File: src/rtl/amrr_pkg.sv
package amrr_pkg;

    localparam int MCS_W      = 4;
    localparam int MCS_SLOTS  = 16;
    localparam int CNT_W      = 16;
    localparam int RUN_W      = 8;
    localparam int THR_W      = 8;
    localparam int TX_W       = 8;
    localparam int CMD_W      = 2;
    localparam int CFG_ADDR_W = 3;
    localparam int CFG_DATA_W = 16;

    localparam logic [MCS_W-1:0] START_TOP_MCS = 4'hd;
    localparam logic [RUN_W-1:0] RUN_MAX       = 8'hff;
    localparam logic [CNT_W-1:0] CNT_MAX       = 16'hffff;

    localparam logic [CMD_W-1:0] CMD_REPORT = 2'd0;
    localparam logic [CMD_W-1:0] CMD_TICK   = 2'd1;
    localparam logic [CMD_W-1:0] CMD_START  = 2'd2;

    localparam logic [CFG_ADDR_W-1:0] CFG_USABLE_MASK  = 3'd0;
    localparam logic [CFG_ADDR_W-1:0] CFG_THRESH_MIN   = 3'd1;
    localparam logic [CFG_ADDR_W-1:0] CFG_THRESH_MAX   = 3'd2;
    localparam logic [CFG_ADDR_W-1:0] CFG_ENOUGH_FRAME = 3'd3;
    localparam logic [CFG_ADDR_W-1:0] CFG_FEW_FRAME    = 3'd4;

    typedef struct packed {
        logic             found;
        logic [MCS_W-1:0] idx;
    } mcs_pick_t;

    function automatic mcs_pick_t lowest_set(logic [MCS_SLOTS-1:0] v);
        mcs_pick_t p;
        p.found = 1'b0;
        p.idx   = '0;
        for (int i = MCS_SLOTS - 1; i >= 0; i--)
        begin
            if (v[i])
            begin
                p.found = 1'b1;
                p.idx   = MCS_W'(i);
            end
        end
        return p;
    endfunction

    function automatic mcs_pick_t highest_set(logic [MCS_SLOTS-1:0] v);
        mcs_pick_t p;
        p.found = 1'b0;
        p.idx   = '0;
        for (int i = 0; i < MCS_SLOTS; i++)
        begin
            if (v[i])
            begin
                p.found = 1'b1;
                p.idx   = MCS_W'(i);
            end
        end
        return p;
    endfunction

endpackage

File: src/rtl/amrr_if.sv
interface amrr_in_if;
    import amrr_pkg::*;
    logic             valid;
    logic             ready;
    logic [CMD_W-1:0] cmd;
    logic [TX_W-1:0]  tx_frames;
    logic [TX_W-1:0]  tx_retries;

    modport source (output valid, output cmd, output tx_frames, output tx_retries,
                    input ready);
    modport sink   (input valid, input cmd, input tx_frames, input tx_retries,
                    output ready);
endinterface

interface amrr_out_if;
    import amrr_pkg::*;
    logic             valid;
    logic             ready;
    logic [MCS_W-1:0] mcs_index;
    logic             rate_changed;

    modport source (output valid, output mcs_index, output rate_changed, input ready);
    modport sink   (input valid, input mcs_index, input rate_changed, output ready);
endinterface

File: src/rtl/amrr_ht_rate_control_top.sv
// The accepted item is held in an input register and its result in a result register.
// Throughput: one item per cycle; the whole rate decision is one combinational pass.
// A stalled result holds the pipeline; input ready follows output space.
// Reset (rst_n, async, active low) clears rate state and counters and loads
// register defaults: mask 1, thresholds 1 and 15, frame limits 100 and 10.
module amrr_ht_rate_control_top #(
    parameter int MCS_COUNT = 16
) (
    input  logic                              clk,
    input  logic                              rst_n,
    amrr_in_if.sink                           in_ch,
    amrr_out_if.source                        out_ch,
    input  logic                              cfg_wr_en,
    input  logic [amrr_pkg::CFG_ADDR_W-1:0]   cfg_addr,
    input  logic [amrr_pkg::CFG_DATA_W-1:0]   cfg_wdata
);
    import amrr_pkg::*;

    localparam int MCS_LIM = (MCS_COUNT < MCS_SLOTS) ? MCS_COUNT : MCS_SLOTS;
    localparam logic [MCS_SLOTS:0] LIM_FULL = ((MCS_SLOTS+1)'(1) << MCS_LIM)
                                              - (MCS_SLOTS+1)'(1);
    localparam logic [MCS_SLOTS-1:0] LIM_MASK = LIM_FULL[MCS_SLOTS-1:0];

    // configuration
    logic [MCS_SLOTS-1:0] mask_reg;
    logic [THR_W-1:0]     tmin_reg;
    logic [THR_W-1:0]     tmax_reg;
    logic [CNT_W-1:0]     enough_reg;
    logic [CNT_W-1:0]     few_reg;

    always_ff @(posedge clk or negedge rst_n)
    begin
        if (!rst_n)
        begin
            mask_reg   <= 16'd1;
            tmin_reg   <= 8'd1;
            tmax_reg   <= 8'd15;
            enough_reg <= 16'd100;
            few_reg    <= 16'd10;
        end
        else if (cfg_wr_en)
        begin
            unique case (cfg_addr)
                CFG_USABLE_MASK:  mask_reg   <= cfg_wdata;
                CFG_THRESH_MIN:   tmin_reg   <= cfg_wdata[THR_W-1:0];
                CFG_THRESH_MAX:   tmax_reg   <= cfg_wdata[THR_W-1:0];
                CFG_ENOUGH_FRAME: enough_reg <= cfg_wdata;
                CFG_FEW_FRAME:    few_reg    <= cfg_wdata;
                default: ;
            endcase
        end
    end

    // pipeline control
    logic             in_vld_reg;
    logic [CMD_W-1:0] cmd_reg;
    logic [TX_W-1:0]  frames_in_reg;
    logic [TX_W-1:0]  retries_in_reg;
    logic             out_vld_reg;
    logic [MCS_W-1:0] out_mcs_reg;
    logic             out_chg_reg;
    logic             adv;
    logic             fire;

    assign adv         = !out_vld_reg || out_ch.ready;
    assign fire        = in_vld_reg && adv;
    assign in_ch.ready = !in_vld_reg || adv;

    always_ff @(posedge clk or negedge rst_n)
    begin
        if (!rst_n)
        begin
            in_vld_reg <= 1'b0;
        end
        else if (in_ch.ready)
        begin
            in_vld_reg <= in_ch.valid;
        end
    end

    always_ff @(posedge clk)
    begin
        if (in_ch.ready && in_ch.valid)
        begin
            cmd_reg        <= in_ch.cmd;
            frames_in_reg  <= in_ch.tx_frames;
            retries_in_reg <= in_ch.tx_retries;
        end
    end

    // rate state
    logic [MCS_W-1:0] mcs_reg,    mcs_next;
    logic [RUN_W-1:0] run_reg,    run_next;
    logic             recov_reg,  recov_next;
    logic [CNT_W-1:0] frame_reg,  frame_next;
    logic [CNT_W-1:0] retry_reg,  retry_next;
    logic [THR_W-1:0] limit_reg,  limit_next;
    logic             chg_next;

    logic [MCS_SLOTS-1:0] usable;
    logic [MCS_SLOTS-1:0] above;
    logic [MCS_SLOTS-1:0] below;
    logic [MCS_SLOTS-1:0] start_set;
    mcs_pick_t            up_pick;
    mcs_pick_t            down_pick;
    mcs_pick_t            start_pick;
    logic [CNT_W:0]       frame_sum;
    logic [CNT_W:0]       retry_sum;
    logic [CNT_W+3:0]     retry_x10;
    logic [CNT_W+1:0]     retry_x3;
    logic                 success;
    logic                 failure;
    logic                 enough;
    logic                 not_few;
    logic [RUN_W-1:0]     run_inc;
    logic [THR_W:0]       limit_inc;

    always_comb
    begin
        usable = mask_reg & LIM_MASK;
        for (int i = 0; i < MCS_SLOTS; i++)
        begin
            above[i]     = usable[i] && (MCS_W'(i) > mcs_reg);
            below[i]     = usable[i] && (MCS_W'(i) < mcs_reg);
            start_set[i] = usable[i] && (i >= 1) && (MCS_W'(i) <= START_TOP_MCS);
        end
    end

    assign up_pick    = lowest_set(above);
    assign down_pick  = highest_set(below);
    assign start_pick = highest_set(start_set);

    assign frame_sum = {1'b0, frame_reg} + (CNT_W+1)'(frames_in_reg);
    assign retry_sum = {1'b0, retry_reg} + (CNT_W+1)'(retries_in_reg);
    assign retry_x10 = ({4'b0, retry_reg} << 3) + ({4'b0, retry_reg} << 1);
    assign retry_x3  = {2'b0, retry_reg} + {1'b0, retry_reg, 1'b0};
    assign success   = retry_x10 < {4'b0, frame_reg};
    assign failure   = retry_x3 > {2'b0, frame_reg};
    assign enough    = frame_reg > enough_reg;
    assign not_few   = frame_reg > few_reg;
    assign run_inc   = (run_reg == RUN_MAX) ? RUN_MAX : run_reg + RUN_W'(1);
    assign limit_inc = {1'b0, limit_reg} + (THR_W+1)'(1);

    always_comb
    begin
        mcs_next   = mcs_reg;
        run_next   = run_reg;
        recov_next = recov_reg;
        frame_next = frame_reg;
        retry_next = retry_reg;
        limit_next = limit_reg;
        chg_next   = 1'b0;
        unique case (cmd_reg)
            CMD_REPORT:
            begin
                frame_next = frame_sum[CNT_W] ? CNT_MAX : frame_sum[CNT_W-1:0];
                retry_next = retry_sum[CNT_W] ? CNT_MAX : retry_sum[CNT_W-1:0];
            end
            CMD_START:
            begin
                run_next   = '0;
                recov_next = 1'b0;
                frame_next = '0;
                retry_next = '0;
                limit_next = tmin_reg;
                mcs_next   = start_pick.found ? start_pick.idx : '0;
                chg_next   = mcs_next != mcs_reg;
            end
            CMD_TICK:
            begin
                if (success && enough)
                begin
                    if (run_inc >= limit_reg && up_pick.found)
                    begin
                        recov_next = 1'b1;
                        run_next   = '0;
                        mcs_next   = up_pick.idx;
                        chg_next   = 1'b1;
                    end
                    else
                    begin
                        recov_next = 1'b0;
                        run_next   = run_inc;
                    end
                end
                else if (not_few && failure)
                begin
                    run_next = '0;
                    if (down_pick.found)
                    begin
                        if (recov_reg)
                        begin
                            limit_next = (limit_inc > {1'b0, tmax_reg}) ? tmax_reg
                                                                        : limit_inc[THR_W-1:0];
                        end
                        else
                        begin
                            limit_next = tmin_reg;
                        end
                        mcs_next = down_pick.idx;
                        chg_next = 1'b1;
                    end
                    recov_next = 1'b0;
                end
                if (enough || chg_next)
                begin
                    frame_next = '0;
                    retry_next = '0;
                end
            end
            default: ;
        endcase
    end

    always_ff @(posedge clk or negedge rst_n)
    begin
        if (!rst_n)
        begin
            mcs_reg     <= '0;
            run_reg     <= '0;
            recov_reg   <= 1'b0;
            frame_reg   <= '0;
            retry_reg   <= '0;
            limit_reg   <= 8'd1;
            out_vld_reg <= 1'b0;
        end
        else
        begin
            if (fire)
            begin
                mcs_reg   <= mcs_next;
                run_reg   <= run_next;
                recov_reg <= recov_next;
                frame_reg <= frame_next;
                retry_reg <= retry_next;
                limit_reg <= limit_next;
            end
            if (adv)
            begin
                out_vld_reg <= in_vld_reg;
            end
        end
    end

    always_ff @(posedge clk)
    begin
        if (fire)
        begin
            out_mcs_reg <= mcs_next;
            out_chg_reg <= chg_next;
        end
    end

    assign out_ch.valid        = out_vld_reg;
    assign out_ch.mcs_index    = out_mcs_reg;
    assign out_ch.rate_changed = out_chg_reg;

`ifndef SYNTH
    a_mcs_moves_on_item: assert property (@(posedge clk) disable iff (!rst_n)
        (mcs_reg != $past(mcs_reg)) |-> $past(fire))
        else $error("rate moved without an item");

    a_out_matches_state: assert property (@(posedge clk) disable iff (!rst_n)
        out_vld_reg |-> (out_mcs_reg == mcs_reg))
        else $error("result mcs differs from current rate");

    a_change_clears_window: assert property (@(posedge clk) disable iff (!rst_n)
        (fire && chg_next && cmd_reg == CMD_TICK) |=> (frame_reg == '0 && retry_reg == '0))
        else $error("window not cleared after rate change");

    a_start_clears: assert property (@(posedge clk) disable iff (!rst_n)
        (fire && cmd_reg == CMD_START) |=> (run_reg == '0 && !recov_reg))
        else $error("start did not clear adaptation state");
`endif

endmodule
File: src/flat_wrapper.sv
// flat-port wrapper written by rule: the top's interface ports become plain ports
module amrr_ht_rate_control_top_flat import amrr_pkg::*;
#(
    parameter int MCS_COUNT = 16
)
  (clk, rst_n, cfg_wr_en, cfg_addr, cfg_wdata, in_ch_valid, in_ch_cmd, in_ch_tx_frames, in_ch_tx_retries, in_ch_ready, out_ch_valid, out_ch_mcs_index, out_ch_rate_changed, out_ch_ready);
  amrr_in_if in_ch_i ();
  amrr_out_if out_ch_i ();
  input  logic clk;
  input  logic rst_n;
  input  logic cfg_wr_en;
  input  logic [amrr_pkg::CFG_ADDR_W-1:0] cfg_addr;
  input  logic [amrr_pkg::CFG_DATA_W-1:0] cfg_wdata;
  input wire logic [$bits(in_ch_i.valid)-1:0] in_ch_valid;
  input wire logic [$bits(in_ch_i.cmd)-1:0] in_ch_cmd;
  input wire logic [$bits(in_ch_i.tx_frames)-1:0] in_ch_tx_frames;
  input wire logic [$bits(in_ch_i.tx_retries)-1:0] in_ch_tx_retries;
  output wire logic [$bits(in_ch_i.ready)-1:0] in_ch_ready;
  output wire logic [$bits(out_ch_i.valid)-1:0] out_ch_valid;
  output wire logic [$bits(out_ch_i.mcs_index)-1:0] out_ch_mcs_index;
  output wire logic [$bits(out_ch_i.rate_changed)-1:0] out_ch_rate_changed;
  input wire logic [$bits(out_ch_i.ready)-1:0] out_ch_ready;
  assign in_ch_i.valid = in_ch_valid;
  assign in_ch_i.cmd = in_ch_cmd;
  assign in_ch_i.tx_frames = in_ch_tx_frames;
  assign in_ch_i.tx_retries = in_ch_tx_retries;
  assign in_ch_ready = in_ch_i.ready;
  assign out_ch_valid = out_ch_i.valid;
  assign out_ch_mcs_index = out_ch_i.mcs_index;
  assign out_ch_rate_changed = out_ch_i.rate_changed;
  assign out_ch_i.ready = out_ch_ready;
  amrr_ht_rate_control_top #(.MCS_COUNT(MCS_COUNT)) u_core (.clk(clk), .rst_n(rst_n), .in_ch(in_ch_i), .out_ch(out_ch_i), .cfg_wr_en(cfg_wr_en), .cfg_addr(cfg_addr), .cfg_wdata(cfg_wdata));
endmodule
File: config.mk
export PLATFORM = sky130hd
export DESIGN_NAME = amrr_ht_rate_control_top_flat
export DESIGN_NICKNAME = d
export VERILOG_FILES = /design/src/rtl/amrr_pkg.sv /design/src/rtl/amrr_if.sv /design/src/rtl/amrr_ht_rate_control_top.sv /design/src/flat_wrapper.sv
export SDC_FILE = /design/constraint.sdc
export NUM_CORES = 1
export LEC_CHECK = 0
export ABC_AREA = 1
export BUFFER_PORTS_ARGS = -buffer_cell sky130_fd_sc_hd__buf_2
export CAP_MARGIN = 20
export CORE_UTILIZATION = 41
export DETAILED_ROUTE_END_ITERATION = 7
export GPL_TIMING_DRIVEN = 0
export MAX_ROUTING_LAYER = met4
export SLEW_MARGIN = 0
export SYNTH_ARGS = -nofsm -noshare
export SYNTH_HDL_FRONTEND = slang
export SYNTH_SLANG_ARGS = --single-unit
File: constraint.sdc
create_clock -name clk -period 4.4 [get_ports clk]
set_input_delay 0.22 -clock clk [delete_from_list [all_inputs] [get_ports clk]]
set_output_delay 0.22 -clock clk [all_outputs]
set_load 0.02 [all_outputs]
==> impl_metrics.toml <==
[run_status]
outcome = "complete, but fails checks"
failed_checks = "DRC"

[placed_design]
post_dp_cell_area_mm2 = 0.0118
io_buffers = 48
hpwl_um = 22300
pre_cts_slack_ps = -264
routabilityCongestion = 0.908

[setup_path]
worst_setup_path_end_kind = "register"
worstSetupPathType = "register to register"
critPathSlowestCell = "dfrtp_2"
cp_max_fo = 10
cp.required_ps = 4750
worst_setup_path_start_kind = "register"
critPathMaxStageDelay_ps = 400
crit_arrival_ps = 4500

[routing]
vias = 9987
wirelength_um = 29000
viasPerCell = 5.24
dr.pass1.iters = 7
ant_nets = 0
drt_iter0_markers = 633
drc = 3
wl_per_cell_um = 15.2

[power_and_ir_drop]
ir_drop_mv = 0.288
p_leak_uw = 0.00647
cellPowerDensity_mw_per_mm2 = 582
switching_share = 0.456
p_sw_uw = 3380
power_frac_comb = 0.536
seqPwrFrac = 0.263
clock_power_share = 0.201
p_int_uw = 4020

[clocking]
clock-sinks = 142
clock_latency_ps = 430
cts_buffers = 17
clkTransAtPathRegs_ps = 70
root_buffer = "clkbuf_16"
htree_levels = 4
cts_max_path_buffers = 2
cts_tree = "built"

[global_routing]
grt_max_degree = 68
grt_pass1_vias = 9615
grt_pass1_wl_um = 47600
antenna_found_initial = 0
grt.total_usage = 0.222
grt_overflow = 0

[cells_and_area]
nets = 1734
most-common-layout-cells = "nand2_1 (334), inv_1 (201), o21ai_0 (145)"
final_common_cell = "nand2_1"
stdcell_area_mm2 = 0.0127
multi_input_area_mm2 = 0.00646
n_fill_cell = 2616
antenna_cells = 0
drive_above_1_share = 0.117
area_delta_synth_final_pct = 14.8
ff_latch_area_mm2 = 0.00369

[synthesis]
synth_nets = 1635
ys_ff_latch = 142
postSynthCellCount = 1458
yosysWarnings = 0
yosysUniqueCellTypes = 56
ys.flop_type = "dfrtp_1"
synth_edf_count = 23
syn_area_mm2 = 0.0111
async_reset_ff_frac = 0.838
ys_seq_area_frac = 0.333
syn_avg_cell_area_um2 = 7.59

[die]
io_pins = 49
die_w_um = 166
coreArea_mm2 = 0.0263
start_util = 0.421
die_y_um = 166
dieArea_mm2 = 0.0277
rows = 59

[timing]
slew_headroom = 0.457
fin_ws_ps = 248
hold_violations = 0
fin_setup_tns_ps = 0
min_period_over_period = 0.944
finalCriticalPeriod_ps = 4150
finClkSkew_ps = 16.3
maxSlewViolCount = 0
worst_pin_slew_ps = 814
maxClockFrequency_ghz = 0.241
setup_viol = 0

[hold_path]
min_path_type = "input port to register"

[run]
max-cap-violations = 0
==> cells in the mapped netlist, drive strengths merged, types with 4 or more instances <==
library cell | count | area share
a211oi | 4 | 0.0027
a21o | 8 | 0.0054
a21oi | 112 | 0.051
a31oi | 7 | 0.0040
buf | 15 | 0.011
clkbuf | 13 | 0.0044
dfrtp | 107 | 0.24
dfstp | 12 | 0.028
edfxtp | 23 | 0.062
fa | 4 | 0.0072
ha | 131 | 0.15
inv | 211 | 0.072
nand2 | 343 | 0.12
nand3 | 57 | 0.029
nand3b | 4 | 0.0027
nand4 | 26 | 0.015
nor2 | 101 | 0.038
nor3 | 11 | 0.0050
o211ai | 6 | 0.0041
o21a | 4 | 0.0027
o21ai | 171 | 0.078
o22ai | 18 | 0.016
or2 | 10 | 0.0057
xnor2 | 12 | 0.0095
xor2 | 27 | 0.021
==> per-layer routing <==
metal	global-route usage	vias up	wire [um]
met5	-	-	0
met4	0.0507	0	359
met3	0.0357	27	1250
met2	0.365	202	13700
met1	0.286	4699	13700
li1	-	5059	-
==> cell families after synthesis <==
logic type               synth area share
AO/OA/AOI/OAI                       0.174
XOR/XNOR                           0.0309
flip-flops                          0.333
buffers and inverters              0.0877
AND/OR/NAND/NOR                     0.219
adder cells (fa/ha/maj)             0.155
==> worst paths after layout <==
kind	from	endpoint	slack [ps]	cells after the start
max	u_core.retry_reg[1]	u_core.retry_reg[14]	250	27
min	in_ch_valid	u_core.in_vld_reg	20	3
max reg2reg	u_core.retry_reg[1]	u_core.retry_reg[14]	250	27
min reg2reg	u_core.enough_reg[13]	u_core.enough_reg[13]	480	2
max in group asynchronous	rst_n	u_core.limit_reg[0]	3330	3
min in group asynchronous	rst_n	u_core.enough_reg[4]	300	2
==> worst max-delay path: cells and delay by family, from the launching register on <==
family / cells / cell delay (ps)
AO/OA/AOI/OAI: 5 / 700
XOR/XNOR: 1 / 160
adder cells (fa/ha/maj): 3 / 850
buffers and inverters: 6 / 630
flip-flops: 1 / 400
AND/OR/NAND/NOR: 12 / 1320
==> layout make-up <==
class                           instances  area share
Multi-Input combinational cell       1076       0.508
Clock buffer                           19      0.0357
Timing Repair Buffer                   80      0.0436
Buffer                                 28      0.0149
Tap cell                              335      0.0330
Sequential cell                       142       0.290
Inverter                              212      0.0634
Clock inverter                         13      0.0113
==> timing repair <==
| action | 4_1_cts | 5_1_grt |
|---|---|---|
| pin swaps | 2 | 10 |
| endpoints found under the setup margin | 37 | 55 |
| setup buffers | 4 | 8 |
| hold buffers | 19 | 0 |
| hold endpoints to repair | 65 | 0 |
| gates resized for setup | 5 | 18 |
==> power by group through the flow <==
stage / clock (uW) / sequential, uW / combinational, uW
after floorplan: 0 / 1870 / 2970
after global placement: 0 / 1960 / 3740
after detailed placement: 0 / 1970 / 3840
after CTS: 1510 / 1940 / 3910
after global routing: 1570 / 1980 / 4580
final: 1490 / 1950 / 3970
==> per-stage QoR <==
stage	total power [uW]	util	std cells	hold slack (ps)
after floorplan	4840	-	1458	-75.6
after global placement	5700	0.446	1841	397
after detailed placement	5810	0.448	1842	225
after CTS	7360	0.479	1897	20.7
after global routing	8140	0.484	1905	38.1
final	7400	0.484	1905	23.0
Power figures use the tool's default switching activity.
